$ cat config.mk
export PLATFORM = sky130hd
export DESIGN_NAME = circular_deque
export DESIGN_NICKNAME = d
export VERILOG_FILES = /design/src/cdq_pkg.sv /design/src/circular_deque.sv /design/src/cdq_ring.sv /design/src/cdq_ctrl.sv
export SDC_FILE = /design/constraint.sdc
export NUM_CORES = 1
export LEC_CHECK = 0
export BUFFER_PORTS_ARGS = -buffer_cell sky130_fd_sc_hd__buf_4
export CORE_MARGIN = 5
export CORE_UTILIZATION = 25
export DETAILED_ROUTE_END_ITERATION = 10
export PLACE_DENSITY = 0.47
export SYNTH_ARGS = -nofsm -noshare
export SYNTH_HDL_FRONTEND = slang
export SYNTH_SLANG_ARGS = --single-unit
$ cat constraint.sdc
create_clock -name clk -period 5.69 [get_ports clk]
set_input_delay 0.2845 -clock clk [delete_from_list [all_inputs] [get_ports clk]]
set_output_delay 0.2845 -clock clk [all_outputs]
set_load 0.005 [all_outputs]
$ cat src/cdq_pkg.sv
package cdq_pkg;

	localparam int unsigned DepthDefault     = 16;
	localparam int unsigned DataWidthDefault = 32;

	typedef enum logic [2:0] {
		CMD_PUSH_FRONT = 3'd0,
		CMD_PUSH_BACK  = 3'd1,
		CMD_POP_FRONT  = 3'd2,
		CMD_POP_BACK   = 3'd3,
		CMD_PEEK_FRONT = 3'd4,
		CMD_PEEK_BACK  = 3'd5,
		CMD_CONTAINS   = 3'd6,
		CMD_CLEAR      = 3'd7
	} cmd_t;

	typedef enum logic [1:0] {
		ST_OK    = 2'd0,
		ST_EMPTY = 2'd1,
		ST_FULL  = 2'd2
	} status_t;

	typedef enum logic [1:0] {
		S_IDLE,
		S_READ,
		S_SCAN,
		S_RESP
	} state_t;

	// Result flags handed from the sequencer to the output register.
	typedef struct packed {
		logic    hit;
		status_t status;
	} res_flags_t;

endpackage

$ cat src/circular_deque.sv
// Double-ended queue of DEPTH words held in a ring store.
// Commands enter on cmd/value under cmd_valid and cmd_ready; each command gives
// exactly one result word on data, hit, status, count, full_flag and
// empty_flag under res_valid and res_ready.
// The sequencer answers a push, a clear or any command that finds the deque
// empty directly; a pop or peek first passes a read state (the store has a
// registered read port), and contains passes a scan state, since the single
// read port and comparator walk the held entries from the front one a cycle.
// It then holds the result until the output register takes it. cmd_ready is
// low from the taking edge until the sequencer is idle again.
// A finished result waits in the output register, so the next command is
// taken while the receiver stalls; if the receiver holds off longer, the
// sequencer keeps its result and cmd_ready stays low until the word moves on.
// Reset empties the queue (both pointers and the count go to zero); the store
// itself is not cleared, as no entry is read before it has been written.
module circular_deque import cdq_pkg::*; #(
	parameter int unsigned DEPTH      = DepthDefault,
	parameter int unsigned DATA_WIDTH = DataWidthDefault,
	localparam int unsigned CW        = $clog2(DEPTH + 1)
) (
	input  logic                         clk,
	input  logic                         arst_n,
	input  logic                         cmd_valid,
	output logic                         cmd_ready,
	input  logic [2:0]                   cmd,
	input  logic signed [DATA_WIDTH-1:0] value,
	output logic                         res_valid,
	input  logic                         res_ready,
	output logic signed [DATA_WIDTH-1:0] data,
	output logic                         hit,
	output logic [1:0]                   status,
	output logic [CW-1:0]                count,
	output logic                         full_flag,
	output logic                         empty_flag
);

	localparam logic [CW-1:0] FullCnt = CW'(DEPTH);

	logic                  seq_valid, seq_ready;
	logic [DATA_WIDTH-1:0] seq_data;
	res_flags_t            seq_flags;
	logic [CW-1:0]         seq_count;

	logic                  out_valid_q;
	logic [DATA_WIDTH-1:0] data_q;
	res_flags_t            flags_q;
	logic [CW-1:0]         count_q;

	cdq_ctrl #(
		.DEPTH      (DEPTH),
		.DATA_WIDTH (DATA_WIDTH)
	) u_ctrl (
		.clk       (clk),
		.arst_n    (arst_n),
		.in_valid  (cmd_valid),
		.in_ready  (cmd_ready),
		.in_cmd    (cmd_t'(cmd)),
		.in_value  (value),
		.res_valid (seq_valid),
		.res_ready (seq_ready),
		.res_data  (seq_data),
		.res_flags (seq_flags),
		.res_count (seq_count)
	);

	// The output register takes a new word when it is empty or being emptied.
	assign seq_ready = !out_valid_q || res_ready;

	always_ff @(posedge clk or negedge arst_n) begin
		if (!arst_n) begin
			out_valid_q <= 1'b0;
		end else if (seq_ready) begin
			out_valid_q <= seq_valid;
		end
	end

	always_ff @(posedge clk) begin
		if (seq_valid && seq_ready) begin
			data_q  <= seq_data;
			flags_q <= seq_flags;
			count_q <= seq_count;
		end
	end

	assign res_valid  = out_valid_q;
	assign data       = data_q;
	assign hit        = flags_q.hit;
	assign status     = flags_q.status;
	assign count      = count_q;
	assign full_flag  = (count_q == FullCnt);
	assign empty_flag = (count_q == '0);

	a_full_status: assert property (@(posedge clk) disable iff (!arst_n)
		res_valid && status == ST_FULL |-> full_flag)
		else $error("dropped push reported while the deque was not full");

	a_empty_status: assert property (@(posedge clk) disable iff (!arst_n)
		res_valid && status == ST_EMPTY |-> empty_flag && !hit)
		else $error("empty status reported with entries held or a hit");

	a_count_range: assert property (@(posedge clk) disable iff (!arst_n)
		res_valid |-> count <= FullCnt)
		else $error("count beyond the capacity");

	a_busy_while_held: assert property (@(posedge clk) disable iff (!arst_n)
		cmd_valid && cmd_ready |=> !cmd_ready)
		else $error("second command taken while one was in progress");

endmodule

$ cat src/cdq_ring.sv
module cdq_ring import cdq_pkg::*; #(
	parameter int unsigned DEPTH      = DepthDefault,
	parameter int unsigned DATA_WIDTH = DataWidthDefault,
	localparam int unsigned IW        = $clog2(DEPTH)
) (
	input  logic                  clk,
	input  logic                  we,
	input  logic [IW-1:0]         waddr,
	input  logic [DATA_WIDTH-1:0] wdata,
	input  logic                  re,
	input  logic [IW-1:0]         raddr,
	output logic [DATA_WIDTH-1:0] rdata
);

	logic [DATA_WIDTH-1:0] mem_q [DEPTH];
	logic [DATA_WIDTH-1:0] rdata_q;

	always_ff @(posedge clk) begin
		if (we) begin
			mem_q[waddr] <= wdata;
		end
	end

	always_ff @(posedge clk) begin
		if (re) begin
			rdata_q <= mem_q[raddr];
		end
	end

	assign rdata = rdata_q;

endmodule

$ cat src/cdq_ctrl.sv
module cdq_ctrl import cdq_pkg::*; #(
	parameter int unsigned DEPTH      = DepthDefault,
	parameter int unsigned DATA_WIDTH = DataWidthDefault,
	localparam int unsigned IW        = $clog2(DEPTH),
	localparam int unsigned CW        = $clog2(DEPTH + 1)
) (
	input  logic                  clk,
	input  logic                  arst_n,
	input  logic                  in_valid,
	output logic                  in_ready,
	input  cmd_t                  in_cmd,
	input  logic [DATA_WIDTH-1:0] in_value,
	output logic                  res_valid,
	input  logic                  res_ready,
	output logic [DATA_WIDTH-1:0] res_data,
	output res_flags_t            res_flags,
	output logic [CW-1:0]         res_count
);

	localparam logic [IW-1:0] LastIdx = IW'(DEPTH - 1);
	localparam logic [CW-1:0] FullCnt = CW'(DEPTH);

	state_t state_q, state_d;

	logic [IW-1:0]         head_q, tail_q, scan_ptr_q;
	logic [CW-1:0]         count_q, rem_q;
	logic [DATA_WIDTH-1:0] value_q, data_q;
	logic                  hit_q;
	status_t               status_q;

	logic                  mem_we, mem_re;
	logic [IW-1:0]         mem_waddr, mem_raddr;
	logic [DATA_WIDTH-1:0] mem_rdata;

	logic accept, no_entries, is_full, match, scan_last;
	logic [IW-1:0] head_inc, head_dec, tail_inc, tail_dec, scan_inc;

	function automatic logic [IW-1:0] idx_inc(input logic [IW-1:0] i);
		return (i == LastIdx) ? '0 : i + 1'b1;
	endfunction

	function automatic logic [IW-1:0] idx_dec(input logic [IW-1:0] i);
		return (i == '0) ? LastIdx : i - 1'b1;
	endfunction

	cdq_ring #(
		.DEPTH      (DEPTH),
		.DATA_WIDTH (DATA_WIDTH)
	) u_ring (
		.clk   (clk),
		.we    (mem_we),
		.waddr (mem_waddr),
		.wdata (in_value),
		.re    (mem_re),
		.raddr (mem_raddr),
		.rdata (mem_rdata)
	);

	assign accept     = in_valid && in_ready;
	assign no_entries = (count_q == '0);
	assign is_full    = (count_q == FullCnt);
	assign head_inc   = idx_inc(head_q);
	assign head_dec   = idx_dec(head_q);
	assign tail_inc   = idx_inc(tail_q);
	assign tail_dec   = idx_dec(tail_q);
	assign scan_inc   = idx_inc(scan_ptr_q);
	// The shared comparator: one stored word against the target each cycle.
	assign match      = (mem_rdata == value_q);
	assign scan_last  = (rem_q == CW'(1));

	always_ff @(posedge clk or negedge arst_n) begin
		if (!arst_n) begin
			state_q <= S_IDLE;
		end else begin
			state_q <= state_d;
		end
	end

	always_comb begin
		state_d   = state_q;
		in_ready  = 1'b0;
		res_valid = 1'b0;
		mem_we    = 1'b0;
		mem_waddr = tail_q;
		mem_re    = 1'b0;
		mem_raddr = head_q;
		unique case (state_q)
			S_IDLE: begin
				in_ready = 1'b1;
				if (in_valid) begin
					state_d = S_RESP;
					unique case (in_cmd) inside
						CMD_PUSH_FRONT: begin
							mem_we    = !is_full;
							mem_waddr = head_dec;
						end
						CMD_PUSH_BACK: begin
							mem_we    = !is_full;
							mem_waddr = tail_q;
						end
						CMD_POP_FRONT, CMD_PEEK_FRONT: begin
							mem_re    = !no_entries;
							mem_raddr = head_q;
							if (!no_entries) begin
								state_d = S_READ;
							end
						end
						CMD_POP_BACK, CMD_PEEK_BACK: begin
							mem_re    = !no_entries;
							mem_raddr = tail_dec;
							if (!no_entries) begin
								state_d = S_READ;
							end
						end
						CMD_CONTAINS: begin
							mem_re    = !no_entries;
							mem_raddr = head_q;
							if (!no_entries) begin
								state_d = S_SCAN;
							end
						end
						CMD_CLEAR: begin
						end
						default: begin
						end
					endcase
				end
			end
			S_READ: begin
				state_d = S_RESP;
			end
			S_SCAN: begin
				mem_raddr = scan_ptr_q;
				if (scan_last) begin
					state_d = S_RESP;
				end else begin
					mem_re = 1'b1;
				end
			end
			S_RESP: begin
				res_valid = 1'b1;
				if (res_ready) begin
					state_d = S_IDLE;
				end
			end
			default: begin
				state_d = S_IDLE;
			end
		endcase
	end

	// Ring pointers and occupancy.
	always_ff @(posedge clk or negedge arst_n) begin
		if (!arst_n) begin
			head_q  <= '0;
			tail_q  <= '0;
			count_q <= '0;
		end else if (accept) begin
			case (in_cmd)
				CMD_PUSH_FRONT: begin
					if (!is_full) begin
						head_q  <= head_dec;
						count_q <= count_q + 1'b1;
					end
				end
				CMD_PUSH_BACK: begin
					if (!is_full) begin
						tail_q  <= tail_inc;
						count_q <= count_q + 1'b1;
					end
				end
				CMD_POP_FRONT: begin
					if (!no_entries) begin
						head_q  <= head_inc;
						count_q <= count_q - 1'b1;
					end
				end
				CMD_POP_BACK: begin
					if (!no_entries) begin
						tail_q  <= tail_dec;
						count_q <= count_q - 1'b1;
					end
				end
				CMD_CLEAR: begin
					head_q  <= '0;
					tail_q  <= '0;
					count_q <= '0;
				end
				default: begin
				end
			endcase
		end
	end

	// Result word and scan bookkeeping.
	always_ff @(posedge clk) begin
		if (accept) begin
			value_q    <= in_value;
			data_q     <= '0;
			hit_q      <= 1'b0;
			status_q   <= ST_OK;
			scan_ptr_q <= head_inc;
			rem_q      <= count_q;
			case (in_cmd) inside
				CMD_PUSH_FRONT, CMD_PUSH_BACK: begin
					if (is_full) begin
						status_q <= ST_FULL;
					end
				end
				CMD_POP_FRONT, CMD_POP_BACK, CMD_PEEK_FRONT, CMD_PEEK_BACK: begin
					if (no_entries) begin
						data_q   <= '1;
						status_q <= ST_EMPTY;
					end
				end
				CMD_CONTAINS: begin
					if (no_entries) begin
						status_q <= ST_EMPTY;
					end
				end
				default: begin
				end
			endcase
		end else if (state_q == S_READ) begin
			data_q <= mem_rdata;
		end else if (state_q == S_SCAN) begin
			if (match) begin
				hit_q <= 1'b1;
			end
			scan_ptr_q <= scan_inc;
			rem_q      <= rem_q - 1'b1;
		end
	end

	assign res_data         = data_q;
	assign res_flags.hit    = hit_q;
	assign res_flags.status = status_q;
	assign res_count        = count_q;

endmodule

==> qor.yml, run 1 <==
rows: 119
worst_pin_slew_ns: 1.197
worstSetupPathType: "reg -> reg"
hpwl_um: 40100
numPortBuffers: 82
grt_start_max_net_pins: 145
synth_top_family_by_area: "multiplexers"
syn_area_um2: 26420
worstSkewPairLatency_ns: 0.63
layout_common_cells: "edfxtp_1 (659), mux2i_1 (260), o22ai_1 (129)"
tns_ns: 0
core_area_um2: 105100
areaGrowthSynthToFinish_pct: 18.84
stdcell_count: 3081
cp-start-kind: "register"
placed_cell_area_um2: 28710
synth_xor_area_frac: 0.01454
cp_max_fo: 144
slew_headroom: 0.2020
synth_mux_area_frac: 0.1002
ant_nets: 0
htreeDepth: 3
final-setup-viol-count: 0
die_w_um: 335.1
grt_pass1_wl_um: 100500
cts_buffer_depth: 3
vias: 13850
vias_per_cell: 4.495
arrival_ns: 4.33
gp_congestion: 0.7451
dpl.cell_count: 2919
fillers: 10440
ff2ff_path_depth: 10
slowest_delay_ns: 0.68
synth_compound_area_frac: 0.05853
hold_slack_ns: 0.05865
die_h_um: 335.1
start_util: 0.2513
grt_pass1_vias: 14050
clock_skew_ns: 0.02634
ir_worst_vdd_mv: 0.6698
required_ns: 6.04
power_mw: 16.28
io_pins: 83
synthArstFlopShare: 0.02367
nets: 1692
synth-main-ff-cell: "edfxtp_1"
post_cts_buffers: 0
syn_nets: 1548
grt.overflow.total: 0
path_delay_family: "buffers and inverters"
drive_gt1_frac: 0.1485
synthDistinctLibCells: 58
wl_per_cell_um: 22.82
fin_crit_ns: 3.985
maxCapViolations: 0
diodes: 0
yosysSeqAreaShare: 0.7649
max_freq_ghz: 0.2509
first_pass_iters: 5
cts_num_sinks: 676
hold_path.class: "in -> reg"
ys_ff_latch: 676
numCtsBuffers: 72
synth_adder_area_share: 0.008808
report.final.slew_viol_count: 0
cp.buffers_inverters: 3
antenna_found_initial: 4
p_per_area_nw_per_um2: 518.5
worstPathCellList: "inv_1 > ha_1 > nand3_1 > a2bb2oi_2 > a222oi_1 > buf_4 > buf_12 > mux2i_1 > o22ai_1 > or4_1"
crit_path_end_kind: "register"
leakagePower_nw: 11.06
regToRegSetupSlack_ns: 1.70
crit_path_top_delay_cell: "buf_12"
clock-root-buffer: "clkbuf_16"
final_common_cell: "edfxtp_1"
ys_warn_count: 0
outcome: "complete, no violations"
syn_inst: 1491
cts_tree: "yes"
drt_first_iter_violations: 1253
drcViolationCount: 0
r2r-start: "u_ctrl.state_q[1]"
finalHoldViolations: 0
hp-start: "value[24]"
post-route-period-util: 0.7004
whs_endpoint: "u_ctrl.u_ring.mem_q[8][24]"
final_cell_area_um2: 31400
rsz0062_at_grt: "no"
synth_edf_count: 659
grt.total_usage: 0.1223
synth_area_per_cell_um2: 17.72
reg2reg_to: "u_ctrl.u_ring.rdata[13]"
cts-resized-gates: 0
yosys.area_share.simple: 0.03230
path_clk_slew_ns: 0.06
hold_path_depth: 1
die_area_um2: 112300
wl_um: 70310
## flip-flops by register name, indices dropped and copies added (netlist names), 4 cells and up
| signal | cells |
|---|---|
| u_ctrl.head_q | 4 |
| u_ctrl.res_count | 5 |
| u_ctrl.value_q | 32 |
| u_ctrl.scan_ptr_q | 4 |
| count | 5 |
| u_ctrl.u_ring.rdata | 32 |
| u_ctrl.res_data | 32 |
| data | 32 |
| u_ctrl.rem_q | 5 |
| u_ctrl.tail_q | 4 |
| u_ctrl.u_ring.mem_q | 512 |
## worst max-delay path by stage
stage | depth (start not counted) | from | endpoint | slack [ns]
final | 10 | u_ctrl.state_q[1] | u_ctrl.u_ring.rdata[13] | 1.70
after global routing | 10 | u_ctrl.state_q[0] | u_ctrl.u_ring.rdata[13] | 1.53
after CTS | 10 | u_ctrl.state_q[1] | u_ctrl.u_ring.rdata[14] | 1.72
after detailed placement | 10 | u_ctrl.state_q[1] | u_ctrl.u_ring.rdata[31] | 1.73
after global placement | 10 | u_ctrl.state_q[0] | u_ctrl.u_ring.rdata[31] | 1.79
after floorplan | 6 | u_ctrl.state_q[0] | u_ctrl.u_ring.rdata[0] | 1.61
## layout make-up
class | instances | area (um^2) | share of cell area
repair buffers | 146 | 1204 | 0.03834
inverters | 18 | 67.56 | 0.002152
clock buffers | 92 | 1919 | 0.06113
flip-flops and latches | 676 | 20210 | 0.6437
multi-input cells | 721 | 5819 | 0.1853
clock inverters | 37 | 437.9 | 0.01395
well taps | 1391 | 1740 | 0.05543
## cell usage after synthesis, types with 2 or more instances
cell type	number	share of area
a21o_1	36	0.010
a21oi_1	20	0.0038
a221o_1	3	0.0011
a22oi_1	4	0.0011
a31oi_1	3	0.00071
and2_1	4	0.00095
and3_1	2	0.00047
buf_2	31	0.0059
buf_4	7	0.0020
buf_6	17	0.0072
clkbuf_1	20	0.0028
dfrtp_1	16	0.015
edfxtp_1	659	0.75
ha_1	17	0.0081
inv_1	18	0.0026
mux2_2	4	0.0017
mux2i_1	260	0.099
nand2_1	33	0.0047
nand2b_1	5	0.0012
nand3_1	8	0.0015
nand3b_1	2	0.00057
nand4_1	7	0.0017
nor2_1	45	0.0064
nor3_1	9	0.0017
nor4_1	5	0.0012
o21ai_0	14	0.0027
o221ai_1	2	0.00066
o22ai_1	129	0.031
o31ai_1	6	0.0017
o41ai_1	2	0.00066
or3_1	2	0.00047
or3b_1	3	0.00099
or4_1	33	0.0094
xnor2_1	33	0.011
xor2_1	9	0.0030
## kinds of logic (layout without fill, tap and decap cells)
kind of cell,Yosys count,count (layout)
adders and majority gates,18,18
buffers and inverters,94,293
and+or+nand+nor,162,162
AOI/OAI and AO/OA,234,234
muxes,264,264
xor gates and xnor gates,43,43
DFF,676,676
## worst reg2reg max path, stage by stage, from the launching register on
cell,delay (ns)
dfrtp_1,0.42
inv_1,0.15
ha_1,0.27
nand3_1,0.21
a2bb2oi_2,0.22
a222oi_1,0.24
buf_4,0.30
buf_12,0.69
mux2i_1,0.56
o22ai_1,0.14
or4_1,0.52
## power by group
part	internal [mW]	leakage, nW	switching [mW]	total (mW)
clock	2.77	1.14	1.96	4.73
sequential	6.31	6.19	0.377	6.68
combinational	1.96	3.73	2.91	4.87
## through the flow
step / setup WS [ns] / utilization
after floorplan: 1.614 / -
after global placement: 1.793 / 0.2731
after detailed placement: 1.728 / 0.2731
after CTS: 1.722 / 0.2987
after global routing: 1.529 / 0.2987
final: 1.705 / 0.2987
## metal layers
layer	wire length [um]	track usage	vias to the layer above
met5	13	0	-
li1	-	-	6234
met3	2998	0.02274	87
met2	32010	0.1910	330
met1	34000	0.1776	7196
met4	1287	0.02822	2
## what timing repair did
| item | in CTS | in global routing |
|---|---|---|
| endpoints found under the setup margin | 0 | 0 |
| hold buffers | 33 | 0 |
| hold endpoints to repair | 540 | 0 |
Note: power is estimated with default switching activity, not from simulation.
==> run 2: changes to the inputs <==
- PLACE_DENSITY: 0.47 -> 0.48
- clock period: 5.69 -> 3.5 ns (I/O delays scaled with it)
==> run 2 against run 1 <==
  * First-iteration DRC count decreased by 16%
  * Global-route usage increased by 0.23 points
  * Clock skew fell by 0.0015 ns
  * Flip-flop and latch count unchanged
  * Core utilization is 0.80 points higher
  * Sequential power up 63%
  * Clock power up 68%
  * Non-clock buffer count is 48 higher
  * Worst setup slack got worse by 1.5 ns
  * Critical path depth rose by 2
  * Register-to-register slack lost 1.5 ns
  * Fmax grew 23%
  * Critical path type unchanged
  * Highest routed layer is now met4
==> qor.yml, run 2 (synthesis gave the netlist of run 1 again) <==
clock-root-buffer: "clkbuf_16"
grt.total_usage: 0.1246
htreeDepth: 3
layout_common_cells: "edfxtp_1 (659), mux2i_1 (260), buf_4 (133)"
grt.overflow.total: 0
power.share.switching: 0.3185
core_area_um2: 105100
power.switching_mw: 8.798
start_util: 0.2513
numCtsBuffers: 75
grt_pass1_wl_um: 102700
tns_ns: 0
rows: 119
report.final.slew_viol_count: 0
fin_ws_ns: 0.2524
max_freq_ghz: 0.3079
regToRegSetupSlack_ns: 0.25
clock_skew_ns: 0.02485
slowest_delay_ns: 0.52
cts_tree: "yes"
hpwl_um: 42100
crit_path_top_delay_cell: "or4_1"
hold_path.class: "in -> reg"
wl_per_cell_um: 22.85
required_ns: 3.86
r2r-start: "u_ctrl.state_q[0]"
grt_pass1_vias: 14370
p_per_area_nw_per_um2: 857.0
maxCapViolations: 0
worstSetupPathType: "reg -> reg"
post-route-period-util: 0.9279
worstPathCellList: "inv_2 > ha_2 > nand3_2 > a2bb2oi_2 > a222oi_1 > buf_4 > buf_6 > buf_12 > buf_4 > mux2i_1 > o22ai_1 > or4_1"
first_pass_iters: 5
ir_worst_vdd_mv: 0.4317
worst_path_most_repeated_cell: "buf_4"
path_delay_family: "buffers and inverters"
cp.buffers_inverters: 5
sequentialPowerShare: 0.394
nets: 1743
ant_nets: 0
whs_endpoint: "u_ctrl.state_q[1]"
crit_path_end_kind: "register"
hold_path_depth: 3
outcome: "complete, no violations"
final-setup-viol-count: 0
die_h_um: 335.1
power_frac_clock: 0.288
arrival_ns: 3.61
worst_pin_slew_ns: 1.004
pre_cts_ws_ns: -0.3343
hp-start: "cmd_valid"
largest_reg_flops: 512
leakagePower_nw: 11.50
rsz0062_at_grt: "no"
io_pins: 83
regArea_um2: 20210
drt_first_iter_violations: 1047
slew_headroom: 0.3279
vias_per_cell: 4.484
final_common_cell: "edfxtp_1"
p_int_mw: 18.83
cp-start-kind: "register"
regMostFlops: "u_ctrl.u_ring.mem_q"
drive_gt1_frac: 0.1778
drcViolationCount: 0
finalHoldViolations: 0
grt_start_max_net_pins: 46
cp_max_fo: 12
antenna_found_initial: 6
die_w_um: 335.1
reg2reg_to: "u_ctrl.u_ring.rdata[22]"
numPortBuffers: 82
fin_crit_ns: 3.248
multi_input_area_um2: 5827
fillers: 10370
cts_num_sinks: 676
path_clk_slew_ns: 0.06
areaGrowthSynthToFinish_pct: 22.00
vias: 14080
ff2ff_path_depth: 12
gp_congestion: 0.7602
worstSkewPairLatency_ns: 0.62
die_area_um2: 112300
p_comb_frac: 0.318
cts_buffer_depth: 3
wl_um: 71730
==> run 2: power groups by stage <==
| stage | logic [mW] | registers (mW) | clock network [mW] |
|---|---|---|---|
| final | 8.77 | 10.9 | 7.97 |
| after global routing | 9.42 | 11.0 | 8.53 |
| after floorplan | 5.58 | 10.8 | 0 |
| after detailed placement | 8.55 | 11.0 | 0 |
| after global placement | 8.48 | 11.0 | 0 |
| after CTS | 8.65 | 10.9 | 8.18 |
==> run 2: worst max-delay path by stage <==
stage | startpoint | endpoint | cells past startpoint
final | u_ctrl.state_q[0] | u_ctrl.u_ring.rdata[22] | 12
after global routing | u_ctrl.tail_q[1] | u_ctrl.u_ring.rdata[22] | 12
after CTS | u_ctrl.state_q[0] | u_ctrl.u_ring.rdata[18] | 12
after detailed placement | u_ctrl.state_q[0] | u_ctrl.u_ring.rdata[18] | 11
after global placement | u_ctrl.state_q[0] | u_ctrl.u_ring.rdata[18] | 11
after floorplan | u_ctrl.state_q[0] | u_ctrl.u_ring.mem_q[4][0] | 7
==> run 2: area by class of cell <==
| cell class | instances | share of cell area |
|---|---|---|
| antenna | 4 | 0.0003105 |
| clock buffer | 95 | 0.06315 |
| clock inverter | 40 | 0.01436 |
| inverter | 18 | 0.002096 |
| multi-input combinational | 721 | 0.1808 |
| sequential | 676 | 0.6270 |
| tap | 1391 | 0.05399 |
| timing repair buffer | 194 | 0.05834 |
==> run 2: per-layer routing <==
metal,track usage,share of wire
met1,0.1750,0.45
met3,0.02978,0.070
met2,0.1958,0.46
met5,0,0
met4,0.03027,0.019
==> run 2: timing repair <==
| item | CTS | global route |
|---|---|---|
| setup buffers | 1 | 0 |
| pin swaps | 1 | 0 |
| cloned | 0 | 3 |
| gates resized for setup | 0 | 7 |
| endpoints found under the hold margin | 562 | 0 |
| endpoints found under the setup margin | 32 | 27 |
| hold buffers | 36 | 0 |
==> run 2: worst reg2reg max path, stage by stage, from the launching register on <==
cell and delay (ns):
dfrtp_1 0.44, inv_2 0.12, ha_2 0.24, nand3_2 0.12, a2bb2oi_2 0.18, a222oi_1 0.26
buf_4 0.21, buf_6 0.19, buf_12 0.20, buf_4 0.22, mux2i_1 0.20, o22ai_1 0.09
or4_1 0.52
==> run 2: stage by stage <==
step	power [mW]	area (um^2)	util	cells	hold WS [ns]
after detailed placement	19.60	29260	0.2783	2960	0.06463
after global routing	28.93	32230	0.3066	3136	0.02676
final	27.62	32230	0.3066	3139	0.06802
after global placement	19.51	29260	0.2783	2960	0.06495
after floorplan	16.33	26420	-	1491	-0.1206
after CTS	27.72	32120	0.3056	3132	0.002990
